$ cat src/hw/rtl/qtt_pkg.sv
// Shared types, constants and character-class functions for the query text tokenizer.
package qtt_pkg;

  // Span positions saturate at this offset
  localparam int unsigned POS_W   = 16;
  localparam logic [POS_W-1:0] MAX_TEXT_LEN = 16'hFFFF;

  // Tokens one text byte or end marker can produce
  localparam int unsigned MAX_RESULTS = 3;
  localparam int unsigned CNT_W       = $clog2(MAX_RESULTS + 1);

  // Result queue
  localparam int unsigned FIFO_DEPTH = 8;
  localparam int unsigned FIFO_PTR_W = $clog2(FIFO_DEPTH);
  localparam int unsigned FIFO_CNT_W = $clog2(FIFO_DEPTH + 1);

  // Character codes
  localparam logic [7:0] CH_GT     = 8'h3E;
  localparam logic [7:0] CH_LT     = 8'h3C;
  localparam logic [7:0] CH_BANG   = 8'h21;
  localparam logic [7:0] CH_EQ     = 8'h3D;
  localparam logic [7:0] CH_DOT    = 8'h2E;
  localparam logic [7:0] CH_COLON  = 8'h3A;
  localparam logic [7:0] CH_LPAREN = 8'h28;
  localparam logic [7:0] CH_RPAREN = 8'h29;
  localparam logic [7:0] CH_COMMA  = 8'h2C;
  localparam logic [7:0] CH_AT     = 8'h40;
  localparam logic [7:0] CH_TILDE  = 8'h7E;
  localparam logic [7:0] CH_MINUS  = 8'h2D;
  localparam logic [7:0] CH_PLUS   = 8'h2B;
  localparam logic [7:0] CH_UNDER  = 8'h5F;
  localparam logic [7:0] CH_DQUOTE = 8'h22;
  localparam logic [7:0] CH_SQUOTE = 8'h27;
  localparam logic [7:0] CH_SPACE  = 8'h20;

  // Held operator codes; in dot-pending mode bit 0 means the position moved past the dot
  localparam logic [1:0] OP_GT        = 2'd0;
  localparam logic [1:0] OP_LT        = 2'd1;
  localparam logic [1:0] OP_BANG      = 2'd2;
  localparam logic [1:0] OP_EQ        = 2'd3;
  localparam logic [1:0] DOT_ADVANCED = 2'd1;

  typedef enum logic [4:0] {
    KIND_END    = 5'd0,
    KIND_ERROR  = 5'd1,
    KIND_NUMBER = 5'd2,
    KIND_STRING = 5'd3,
    KIND_IDENT  = 5'd4,
    KIND_COLON  = 5'd5,
    KIND_DOT    = 5'd6,
    KIND_LPAREN = 5'd7,
    KIND_RPAREN = 5'd8,
    KIND_COMMA  = 5'd9,
    KIND_AT     = 5'd10,
    KIND_EQ     = 5'd11,
    KIND_NOTEQ  = 5'd12,
    KIND_LT     = 5'd13,
    KIND_LTEQ   = 5'd14,
    KIND_GT     = 5'd15,
    KIND_GTEQ   = 5'd16,
    KIND_TILDE  = 5'd17,
    KIND_MINUS  = 5'd18,
    KIND_PLUS   = 5'd19
  } qtt_kind_t;

  typedef enum logic [6:0] {
    MODE_IDLE  = 7'b0000001,
    MODE_OP    = 7'b0000010,
    MODE_INT   = 7'b0000100,
    MODE_DOT   = 7'b0001000,
    MODE_FRAC  = 7'b0010000,
    MODE_STR   = 7'b0100000,
    MODE_IDENT = 7'b1000000
  } qtt_mode_t;

  typedef struct packed {
    qtt_mode_t        mode;
    logic [1:0]       held_op;
    logic             quote_single;
    logic [POS_W-1:0] token_start;
    logic [POS_W-1:0] position;
  } qtt_state_t;

  typedef struct packed {
    qtt_kind_t        kind;
    logic [POS_W-1:0] span_begin;
    logic [POS_W-1:0] span_end;
    logic             last;
  } qtt_result_t;

  function automatic logic [POS_W-1:0] sat_inc(input logic [POS_W-1:0] x);
    return (x == MAX_TEXT_LEN) ? MAX_TEXT_LEN : x + 1'b1;
  endfunction

  function automatic logic is_digit(input logic [7:0] b);
    return (b >= 8'h30) && (b <= 8'h39);
  endfunction

  function automatic logic is_alpha(input logic [7:0] b);
    return ((b >= 8'h61) && (b <= 8'h7A)) || ((b >= 8'h41) && (b <= 8'h5A));
  endfunction

  // Space, tab, LF, VT, FF, CR
  function automatic logic is_space(input logic [7:0] b);
    return (b == CH_SPACE) || ((b >= 8'h09) && (b <= 8'h0D));
  endfunction

  function automatic logic is_op(input logic [7:0] b);
    return (b == CH_GT) || (b == CH_LT) || (b == CH_BANG) || (b == CH_EQ);
  endfunction

  function automatic logic [1:0] op_code(input logic [7:0] b);
    logic [1:0] c;
    c = OP_EQ;
    if (b == CH_GT) c = OP_GT;
    else if (b == CH_LT) c = OP_LT;
    else if (b == CH_BANG) c = OP_BANG;
    return c;
  endfunction

  // Lone operator; a lone '!' is an error
  function automatic qtt_kind_t op_single_kind(input logic [1:0] c);
    qtt_kind_t k;
    unique case (c)
      OP_GT:   k = KIND_GT;
      OP_LT:   k = KIND_LT;
      OP_BANG: k = KIND_ERROR;
      default: k = KIND_EQ;
    endcase
    return k;
  endfunction

  function automatic qtt_kind_t op_double_kind(input logic [1:0] c);
    qtt_kind_t k;
    unique case (c)
      OP_GT:   k = KIND_GTEQ;
      OP_LT:   k = KIND_LTEQ;
      OP_BANG: k = KIND_NOTEQ;
      default: k = KIND_EQ;
    endcase
    return k;
  endfunction

  // One-character punctuation; KIND_END means none
  function automatic qtt_kind_t single_kind(input logic [7:0] b);
    qtt_kind_t k;
    unique case (b)
      CH_COLON:  k = KIND_COLON;
      CH_DOT:    k = KIND_DOT;
      CH_LPAREN: k = KIND_LPAREN;
      CH_RPAREN: k = KIND_RPAREN;
      CH_COMMA:  k = KIND_COMMA;
      CH_AT:     k = KIND_AT;
      CH_TILDE:  k = KIND_TILDE;
      CH_MINUS:  k = KIND_MINUS;
      CH_PLUS:   k = KIND_PLUS;
      default:   k = KIND_END;
    endcase
    return k;
  endfunction

endpackage

$ cat src/hw/rtl/query_text_tokenizer.sv
// Top level of the query text tokenizer: input register, lexer step, token queue.
// Each byte is held in the input register, then its tokens are stored in the queue.
// Throughput: one byte per cycle while the queue has room; results leave one per cycle
//   while out_ready is high, so a byte making two or three tokens takes one transfer
//   each; input is held only when fewer than three of the 8 queue entries are free.
// Reset (rst_n low, synchronous): lexer idle at offset 0, input register and queue empty.
module query_text_tokenizer (
  input  logic        clk,
  input  logic        rst_n,
  input  logic        in_valid,
  output logic        in_ready,
  input  logic [7:0]  in_text_byte,
  input  logic        in_end_of_text,
  output logic        out_valid,
  input  logic        out_ready,
  output logic [4:0]  out_token_kind,
  output logic [15:0] out_span_begin,
  output logic [15:0] out_span_end,
  output logic        out_last_of_run
);
  import qtt_pkg::*;

  logic             hold_vld_r;
  logic [7:0]       hold_byte_r;
  logic             hold_end_r;
  qtt_state_t       lex_r, lex_nxt;
  qtt_result_t      step_res [MAX_RESULTS];
  logic [CNT_W-1:0] step_cnt;
  logic [CNT_W-1:0] push_cnt;
  logic             room;
  logic             step_go;
  qtt_result_t      head;

  assign step_go  = hold_vld_r && room;
  assign in_ready = !hold_vld_r || step_go;
  assign push_cnt = step_go ? step_cnt : '0;

  // Input register
  always_ff @(posedge clk) begin
    if (!rst_n) begin
      hold_vld_r <= 1'b0;
    end else if (in_valid && in_ready) begin
      hold_vld_r <= 1'b1;
    end else if (step_go) begin
      hold_vld_r <= 1'b0;
    end
  end

  always_ff @(posedge clk) begin
    if (in_valid && in_ready) begin
      hold_byte_r <= in_text_byte;
      hold_end_r  <= in_end_of_text;
    end
  end

  // Lexer state
  always_ff @(posedge clk) begin
    if (!rst_n) begin
      lex_r <= '{mode: MODE_IDLE, held_op: '0, quote_single: 1'b0,
                 token_start: '0, position: '0};
    end else if (step_go) begin
      lex_r <= lex_nxt;
    end
  end

  qtt_lex_step u_step (
    .cur         (lex_r),
    .text_byte   (hold_byte_r),
    .end_of_text (hold_end_r),
    .nxt         (lex_nxt),
    .res         (step_res),
    .res_cnt     (step_cnt)
  );

  qtt_tok_fifo u_fifo (
    .clk       (clk),
    .rst_n     (rst_n),
    .push_cnt  (push_cnt),
    .push_data (step_res),
    .room      (room),
    .out_valid (out_valid),
    .out_ready (out_ready),
    .out_data  (head)
  );

  assign out_token_kind  = head.kind;
  assign out_span_begin  = head.span_begin;
  assign out_span_end    = head.span_end;
  assign out_last_of_run = head.last;

endmodule

$ cat src/hw/rtl/qtt_lex_step.sv
// Lexer transition: next state and up to three tokens for one byte or end marker.
module qtt_lex_step (
  input  qtt_pkg::qtt_state_t  cur,
  input  logic [7:0]           text_byte,
  input  logic                 end_of_text,
  output qtt_pkg::qtt_state_t  nxt,
  output qtt_pkg::qtt_result_t res [qtt_pkg::MAX_RESULTS],
  output logic [qtt_pkg::CNT_W-1:0] res_cnt
);
  import qtt_pkg::*;

  logic [POS_W-1:0] p;
  logic [POS_W-1:0] nx;
  logic [POS_W-1:0] dot_pos;
  qtt_kind_t        sk;

  assign p       = cur.position;
  assign nx      = sat_inc(p);
  assign dot_pos = (cur.held_op[0]) ? p - 1'b1 : p;
  assign sk      = single_kind(text_byte);

  always_comb begin
    logic [CNT_W-1:0] n;
    logic             again;
    n     = '0;
    again = 1'b0;
    nxt   = cur;
    for (int i = 0; i < MAX_RESULTS; i++) begin
      res[i] = '{kind: KIND_END, span_begin: '0, span_end: '0, last: 1'b0};
    end

    if (end_of_text) begin
      // Close the open token, then the end token
      unique case (cur.mode)
        MODE_OP: begin
          res[n] = '{op_single_kind(cur.held_op), cur.token_start,
                     sat_inc(cur.token_start), 1'b0};
          n = n + 1'b1;
        end
        MODE_INT, MODE_FRAC: begin
          res[n] = '{KIND_NUMBER, cur.token_start, p, 1'b0};
          n = n + 1'b1;
        end
        MODE_DOT: begin
          res[n] = '{KIND_NUMBER, cur.token_start, dot_pos, 1'b0};
          n = n + 1'b1;
          res[n] = '{KIND_DOT, dot_pos, sat_inc(dot_pos), 1'b0};
          n = n + 1'b1;
        end
        MODE_STR: begin
          res[n] = '{KIND_ERROR, cur.token_start, p, 1'b0};
          n = n + 1'b1;
        end
        MODE_IDENT: begin
          res[n] = '{KIND_IDENT, cur.token_start, p, 1'b0};
          n = n + 1'b1;
        end
        default: ;
      endcase
      res[n] = '{KIND_END, p, p, 1'b0};
      n = n + 1'b1;
      nxt = '{mode: MODE_IDLE, held_op: '0, quote_single: 1'b0,
              token_start: '0, position: '0};
    end else begin
      // Extend or finish the open token
      unique case (cur.mode)
        MODE_OP: begin
          if (text_byte == CH_EQ) begin
            res[n] = '{op_double_kind(cur.held_op), cur.token_start, nx, 1'b0};
            n = n + 1'b1;
          end else begin
            res[n] = '{op_single_kind(cur.held_op), cur.token_start,
                       sat_inc(cur.token_start), 1'b0};
            n = n + 1'b1;
            again = 1'b1;
          end
          nxt.mode    = MODE_IDLE;
          nxt.held_op = '0;
        end
        MODE_INT: begin
          if (text_byte == CH_DOT) begin
            nxt.mode    = MODE_DOT;
            nxt.held_op = (p != MAX_TEXT_LEN) ? DOT_ADVANCED : 2'd0;
          end else if (!is_digit(text_byte)) begin
            res[n] = '{KIND_NUMBER, cur.token_start, p, 1'b0};
            n = n + 1'b1;
            nxt.mode = MODE_IDLE;
            again    = 1'b1;
          end
        end
        MODE_DOT: begin
          if (is_digit(text_byte)) begin
            nxt.mode = MODE_FRAC;
          end else begin
            // Dot not followed by a digit: number ends before it
            res[n] = '{KIND_NUMBER, cur.token_start, dot_pos, 1'b0};
            n = n + 1'b1;
            res[n] = '{KIND_DOT, dot_pos, sat_inc(dot_pos), 1'b0};
            n = n + 1'b1;
            nxt.mode = MODE_IDLE;
            again    = 1'b1;
          end
          nxt.held_op = '0;
        end
        MODE_FRAC: begin
          if (!is_digit(text_byte)) begin
            res[n] = '{KIND_NUMBER, cur.token_start, p, 1'b0};
            n = n + 1'b1;
            nxt.mode = MODE_IDLE;
            again    = 1'b1;
          end
        end
        MODE_STR: begin
          if (text_byte == (cur.quote_single ? CH_SQUOTE : CH_DQUOTE)) begin
            res[n] = '{KIND_STRING, sat_inc(cur.token_start), p, 1'b0};
            n = n + 1'b1;
            nxt.mode         = MODE_IDLE;
            nxt.quote_single = 1'b0;
          end
        end
        MODE_IDENT: begin
          if (!(is_alpha(text_byte) || is_digit(text_byte) || text_byte == CH_UNDER)) begin
            res[n] = '{KIND_IDENT, cur.token_start, p, 1'b0};
            n = n + 1'b1;
            nxt.mode = MODE_IDLE;
            again    = 1'b1;
          end
        end
        MODE_IDLE: begin
          again = 1'b1;
        end
        default: begin
          nxt.mode = MODE_IDLE;
          again    = 1'b1;
        end
      endcase

      // Byte starts a new token from idle
      if (again && !is_space(text_byte)) begin
        if (is_op(text_byte)) begin
          nxt.mode        = MODE_OP;
          nxt.held_op     = op_code(text_byte);
          nxt.token_start = p;
        end else if (sk != KIND_END) begin
          res[n] = '{sk, p, nx, 1'b0};
          n = n + 1'b1;
        end else if (is_digit(text_byte)) begin
          nxt.mode        = MODE_INT;
          nxt.token_start = p;
        end else if (text_byte == CH_DQUOTE || text_byte == CH_SQUOTE) begin
          nxt.mode         = MODE_STR;
          nxt.quote_single = (text_byte == CH_SQUOTE);
          nxt.token_start  = p;
        end else if (is_alpha(text_byte) || text_byte == CH_UNDER) begin
          nxt.mode        = MODE_IDENT;
          nxt.token_start = p;
        end else begin
          res[n] = '{KIND_ERROR, p, nx, 1'b0};
          n = n + 1'b1;
        end
      end
      nxt.position = nx;
    end

    // Flag the final token of this step
    for (int i = 0; i < MAX_RESULTS; i++) begin
      res[i].last = (CNT_W'(i + 1) == n);
    end
    res_cnt = n;
  end

endmodule

$ cat src/hw/rtl/qtt_tok_fifo.sv
// Token queue: takes up to three tokens per cycle, delivers one per transfer.
module qtt_tok_fifo (
  input  logic                      clk,
  input  logic                      rst_n,
  input  logic [qtt_pkg::CNT_W-1:0] push_cnt,
  input  qtt_pkg::qtt_result_t      push_data [qtt_pkg::MAX_RESULTS],
  output logic                      room,
  output logic                      out_valid,
  input  logic                      out_ready,
  output qtt_pkg::qtt_result_t      out_data
);
  import qtt_pkg::*;

  localparam int unsigned ROOM_LIMIT = FIFO_DEPTH - MAX_RESULTS;

  qtt_result_t           mem [FIFO_DEPTH];
  logic [FIFO_PTR_W-1:0] rd_ptr_r, rd_ptr_nxt;
  logic [FIFO_PTR_W-1:0] wr_ptr_r, wr_ptr_nxt;
  logic [FIFO_CNT_W-1:0] count_r, count_nxt;
  logic                  pop;

  assign out_valid = (count_r != '0);
  assign out_data  = mem[rd_ptr_r];
  assign pop       = out_valid && out_ready;
  assign room      = (count_r <= FIFO_CNT_W'(ROOM_LIMIT));

  // Pointer and fill count
  always_comb begin
    rd_ptr_nxt = rd_ptr_r + FIFO_PTR_W'(pop);
    wr_ptr_nxt = wr_ptr_r + FIFO_PTR_W'(push_cnt);
    count_nxt  = count_r + FIFO_CNT_W'(push_cnt) - FIFO_CNT_W'(pop);
  end

  always_ff @(posedge clk) begin
    if (!rst_n) begin
      rd_ptr_r <= '0;
      wr_ptr_r <= '0;
      count_r  <= '0;
    end else begin
      rd_ptr_r <= rd_ptr_nxt;
      wr_ptr_r <= wr_ptr_nxt;
      count_r  <= count_nxt;
    end
  end

  // Storage writes, in token order
  always_ff @(posedge clk) begin
    for (int i = 0; i < MAX_RESULTS; i++) begin
      if (CNT_W'(i) < push_cnt) begin
        mem[wr_ptr_r + FIFO_PTR_W'(i)] <= push_data[i];
      end
    end
  end

`ifndef SYNTH
  a_count_bound: assert property (@(posedge clk) disable iff (!rst_n)
    count_r <= FIFO_CNT_W'(FIFO_DEPTH))
    else $error("token queue overfilled");

  a_push_room: assert property (@(posedge clk) disable iff (!rst_n)
    (push_cnt != '0) |-> room)
    else $error("tokens pushed without room");

  a_push_shows: assert property (@(posedge clk) disable iff (!rst_n)
    (count_r == '0 && push_cnt != '0) |=> out_valid)
    else $error("pushed token not presented");

  a_idle_hold: assert property (@(posedge clk) disable iff (!rst_n)
    (push_cnt == '0 && !pop) |=> $stable(count_r))
    else $error("fill count moved without transfer");
`endif

endmodule

$ cat config.mk
export PLATFORM = sky130hd
export DESIGN_NAME = query_text_tokenizer
export DESIGN_NICKNAME = d
export VERILOG_FILES = /design/src/hw/rtl/qtt_pkg.sv /design/src/hw/rtl/query_text_tokenizer.sv /design/src/hw/rtl/qtt_lex_step.sv /design/src/hw/rtl/qtt_tok_fifo.sv
export SDC_FILE = /design/constraint.sdc
export NUM_CORES = 1
export LEC_CHECK = 0
export BUFFER_PORTS_ARGS = -buffer_cell sky130_fd_sc_hd__clkbuf_2
export CELL_PAD_IN_SITES_DETAIL_PLACEMENT = 1
export CELL_PAD_IN_SITES_GLOBAL_PLACEMENT = 2
export CORE_ASPECT_RATIO = 1.25
export CORE_MARGIN = 2
export CORE_UTILIZATION = 37
export DETAILED_ROUTE_END_ITERATION = 12
export PLACE_DENSITY = 0.76
export SYNTH_ARGS = -nofsm -noshare
export SYNTH_HDL_FRONTEND = slang
export SYNTH_SLANG_ARGS = --single-unit
$ cat constraint.sdc
create_clock -name clk -period 7.26 [get_ports clk]
set_clock_uncertainty 0.2 [all_clocks]
set_input_delay 1.452 -clock clk [delete_from_list [all_inputs] [get_ports clk]]
set_output_delay 1.452 -clock clk [all_outputs]
set_load 0.02 [all_outputs]
Word-level counts from Yosys, hierarchy flattened
Memories as Yosys holds them, arrays and structs flattened. A register that Yosys moved wholly into a read port is not among the register bits.
Index checks and enable logic that the tools add are counted.
{"block": "totals", "reg_bits": 62, "ram_bits": 304, "input_bits": 13, "out_inout_bits": 40, "word_cells": 208, "memories": 1}
{"block": "classes", "addsub": 12, "magnitude_cmp": 16, "eq_ne": 35, "n_mux": 98, "n_bitwise": 2, "reduce_logical": 33}
{"name": "u_fifo.mem", "depth": 8, "width": 38, "rd": 1, "rd_clocked_by_memory_dff": 1, "wr": 3, "line": "qtt_tok_fifo.sv:16", "source": "qtt_result_t mem [FIFO_DEPTH];"}
{"operator": "$mux 114", "count": 7}
{"operator": "$bwmux 114", "count": 3}
{"operator": "$mux 38", "count": 9}
{"operator": "$pmux 38 s6", "count": 1}
{"operator": "$pmux 38 s5", "count": 1}
{"operator": "$demux 38 s2", "count": 2}
{"operator": "$mux 16", "count": 8}
{"operator": "$eq 8x6->1 const B", "count": 14}
{"operator": "$mux 73", "count": 1}
{"operator": "$mux 36", "count": 2}
{"operator": "$mux 35", "count": 2}
{"operator": "$mux 7", "count": 9}
{"operator": "$add 16x1->16 const B", "count": 3}
{"operator": "$eq 16x16->1 const B", "count": 3}
{"operator": "$pmux 5 s9", "count": 1}
{"operator": "$mux 42", "count": 1}
{"operator": "$pmux 7 s6", "count": 1}
{"operator": "$mux 2", "count": 16}
{"operator": "$mux 26", "count": 1}
{"operator": "$eq 8x7->1 const B", "count": 3}
{"operator": "$mux 1", "count": 23}
{"operator": "$mux 17", "count": 1}
{"operator": "$ge 8x7->1 const B", "count": 2}
{"operator": "$le 8x7->1 const B", "count": 2}
{"operator": "other kinds (49)", "count": 80}

Depth between registers and ports, before layout
{"block": "logic_depth", "depth_word": 21, "depth_mapped": 20, "ltp_nobuf": 17}

Hierarchy
Synthesis repeated with hierarchy kept, for this count alone.
{"block": "hier_totals", "cells_unflattened": 3520, "hier_area_um2": 29877.4}
{"mod": "qtt_tok_fifo", "instances": 1, "cells_per_inst": 2200, "area_each_um2": 21182.8, "seq_area_each_um2": 9328.9}
{"mod": "qtt_lex_step", "instances": 1, "cells_per_inst": 1112, "area_each_um2": 6583.8, "seq_area_each_um2": 0.0}
{"mod": "query_text_tokenizer", "instances": 1, "cells_per_inst": 208, "area_each_um2": 2110.8, "seq_area_each_um2": 1131.1}

Least setup slack after synthesis
OpenSTA, ideal clock, no wires.
{"block": "synth_path", "path_kind": "register to register", "start": "register lex_r[37] (netlist name)", "end": "memory u_fifo.mem[2][0] (netlist name) (enable)", "t_arrival_ns": 6.205, "t_required_ns": 6.569, "slack_ns": 0.364, "path_stages_with_launch": 16, "path_cell_list": "dfxtp_1 > buf_6 > or4_4 > or3_1 > buf_2 > clkbuf_1 > clkbuf_1 > ha_1 > nand2_1 > a21boi_0 > o311a_1 > a21oi_1 > nor3_2 > buf_2 > a21oi_1 > o31ai_1"}
{"item": "from (decl)", "line": "query_text_tokenizer.sv:26", "source": "qtt_state_t lex_r, lex_nxt;"}
{"item": "from (signal assigned)", "line": "query_text_tokenizer.sv:59", "source": "lex_r <= '{mode: MODE_IDLE, held_op: '0, quote_single: 1'b0,"}
{"item": "from (signal assigned)", "line": "query_text_tokenizer.sv:62", "source": "lex_r <= lex_nxt;"}
{"item": "to (decl)", "line": "qtt_tok_fifo.sv:16"}

==> results.toml <==
[timing]
tightest_slew_ps = 1354
finalSetupTns_ps = 0
rsz0062_at_grt = "no"
max_freq_ghz = 0.1645
whs_ps = 331.5
slew_viol_final = 0
period_needed_ps = 6080
slew-limit-headroom_pct = 8.779
fin_crit_sh_pct = 83.74
setup_viol = 0
hold_viol = 0

[synthesis]
syn_area_um2 = 26600
ys.flop_type = "edfxtp_1"
yosys_warnings = 0
ys_ff_latch = 366
synth_seq_area_share_pct = 39.32
synthCells = 2931
syn-num-nets = 2971
synth_area_leader_cell = "edfxtp_1"
synth_cell_types = 105
syn_avg_cell_area_um2 = 9.076
synth_edf_count = 313
async_flop_share_pct = 0
synth_top_area_share_pct = 35.33
ys_top_cells_by_area = "edfxtp_1 35%, mux4_2 6.4%, nor2_1 4.7%"

[critical_path]
critical_path.max_fanout = 41
cp.required_ps = 7480
crit_type = "flip-flop to flip-flop"
crit_arrival_ps = 6300
end_kind = "flip-flop"
start_kind = "flip-flop"
ff2ff_path_depth = 14

[route]
antenna_left = 0
wirelength_um = 122000
wire_per_inst_um = 31.98
drcViolationCount = 0
drt_iter0_drc = 2531
vias = 25881
vias_per_cell = 6.786
dr.pass1.iters = 5

[global_routing]
grt_pass1_wl_um = 178700
antenna_found_initial = 3
grt_pass1_vias = 26359
overflow = 0
track_usage_pct = 32.14
grt_start_max_net_pins = 59

[clock_network]
cts_resized = 0
clk_latency_ps = 600
cts.clk_slew.worst_paths_ps = 60
cts_setup_buffers = 0
tritoncts = "yes"
htreeDepth = 2
clock_sinks = 366
cts_hold_buf = 0
clock_path_buffers = 3
cts-root-buf = "clkbuf_16"
cts_inserted_buffers = 42

[placed_design]
place_area_um2 = 27890
io_buffers = 52
globalplace.congestion = 0.9859
hpwl_um = 82940

[floorplan]
initial_utilization_pct = 37.51
die-area_um2 = 74070
die_h_um = 303.8
chipWidth_um = 243.8
ioPinCount = 53
core_area_um2 = 70920
row_count = 109

[layout]
fin_nets = 2881
area_growth_pct = 9.887
fillCellCount = 8113
final_area_um2 = 29230
layout-drive-gt1-share_pct = 14.88
final_cell_mix = "336 x nor2_1, 313 x edfxtp_1, 271 x nand2_1, 226 x a21oi_1, 210 x o21ai_0"
final_common_cell = "nor2_1"

[min_path]
hold_path_depth = 2
hold_class = "flip-flop to flip-flop"

[pwr]
power.density_nw_per_um2 = 208.4
vdd_ir_drop_max_v = 0.0001528
total_power_w = 0.006092
leakagePower_nw = 9.685

[run_status]
run_status = "finished clean"

[job]
maxCapViolations = 0
[cells by family (layout without fill, tap and decap cells)]
| kind of cell | count (synthesis) | count (layout) | synth area share (%) |
|---|---|---|---|
| multiplexers | 159 | 159 | 9.788 |
| AND/OR/NAND/NOR | 1012 | 1012 | 18.21 |
| AO/OA/AOI/OAI | 996 | 996 | 24.79 |
| adder cells (fa/ha/maj) | 27 | 27 | 1.326 |
| flip-flops | 366 | 366 | 39.32 |
| XOR/XNOR | 50 | 50 | 1.675 |
| other | 0 | 1 | 0 |
| buffers and inverters | 321 | 260 | 4.882 |
[synth_stat cells (15+ instances only)]
| cell | number |
|---|---|
| o22ai_1 | 83 |
| a221oi_1 | 20 |
| a22o_1 | 19 |
| mux2i_1 | 34 |
| clkbuf_1 | 222 |
| nor2_1 | 336 |
| and2_1 | 36 |
| xnor2_1 | 30 |
| o211ai_1 | 26 |
| nand2_1 | 274 |
| a31oi_1 | 42 |
| a22oi_1 | 52 |
| mux4_2 | 76 |
| a21oi_1 | 227 |
| nor2b_1 | 27 |
| o21ai_1 | 23 |
| a21o_1 | 16 |
| nand4_1 | 15 |
| a211oi_1 | 61 |
| mux2_2 | 49 |
| o21ai_0 | 217 |
| edfxtp_1 | 313 |
| and3_1 | 34 |
| nand3_1 | 72 |
| buf_2 | 45 |
| inv_1 | 30 |
| ha_1 | 25 |
| nand2b_1 | 17 |
| a21boi_0 | 27 |
| dfxtp_1 | 53 |
| or3_1 | 18 |
| nor3_1 | 97 |
| o2bb2ai_1 | 19 |
| buf_1 | 15 |
| xor2_1 | 19 |
[per-stage QoR]
stage          util (%)  std cells  worst slack (ps)
3_5_place_dp      39.33       3740              1335
2_1_floorplan         -       2931             364.0
3_3_place_gp      39.33       3740              1518
4_1_cts           41.21       3813              1317
5_1_grt           41.21       3813             904.0
6_report          41.22       3814              1180
[sequential cells by signal, summed over array words and instances, names as in the netlist]
register,flops
u_fifo.rd_ptr_r,3
u_fifo.wr_ptr_r,3
lex_r,42
hold_vld_r,1
hold_byte_r,8
u_fifo.mem,304
hold_end_r,1
u_fifo.count_r,4
[path summary, 6_finish.rpt]
check / slack (ps) / end / start
setup / recovery: 1180 / u_fifo.mem[7][3] / hold_byte_r[4]
hold / removal: 330 / lex_r[22] / lex_r[22]
hold reg to reg: 330 / lex_r[22] / lex_r[22]
setup reg to reg: 1180 / u_fifo.mem[7][3] / hold_byte_r[4]
[cell type report]
type                    instances  area [um^2]  area share, %
clock buffers                  54         1127          3.857
well taps                     943         1180          4.036
repair buffers                154         1114          3.810
flip-flops and latches        366        10470          35.81
inverters                      33        123.9         0.4238
multi-input cells            2244        15000          51.33
diodes                          1        2.502       0.008561
clock inverters                19        211.5         0.7234
[where the power goes]
part           leakage (nW)  internal (W)  total, W  switching, W
combinational          5.71      0.000598   0.00143      0.000831
sequential             3.32       0.00237   0.00250      0.000135
clock                 0.650       0.00124   0.00216      0.000926
total                  9.68       0.00420   0.00609       0.00189
[per-layer routing]
metal  up-vias  wire, um  track usage, %
li1      11016         -               -
met1     13204     47970           40.45
met2      1280     58430           53.48
met3       377      8516           4.295
met4         4      7046           17.21
met5         -        26               0
[worst max-delay path, stage by stage, from the launching register on]
cell	delay, ps
edfxtp_1	520
nor4bb_1	370
buf_4	220
and2_1	390
a211oi_1	200
nor4_2	670
ha_1	380
nand3_1	80
nor4_1	60
a21oi_2	920
or3_1	560
or3_2	400
buf_4	540
o21ai_0	210
o22ai_1	150
(Power assumes the default switching activity.)
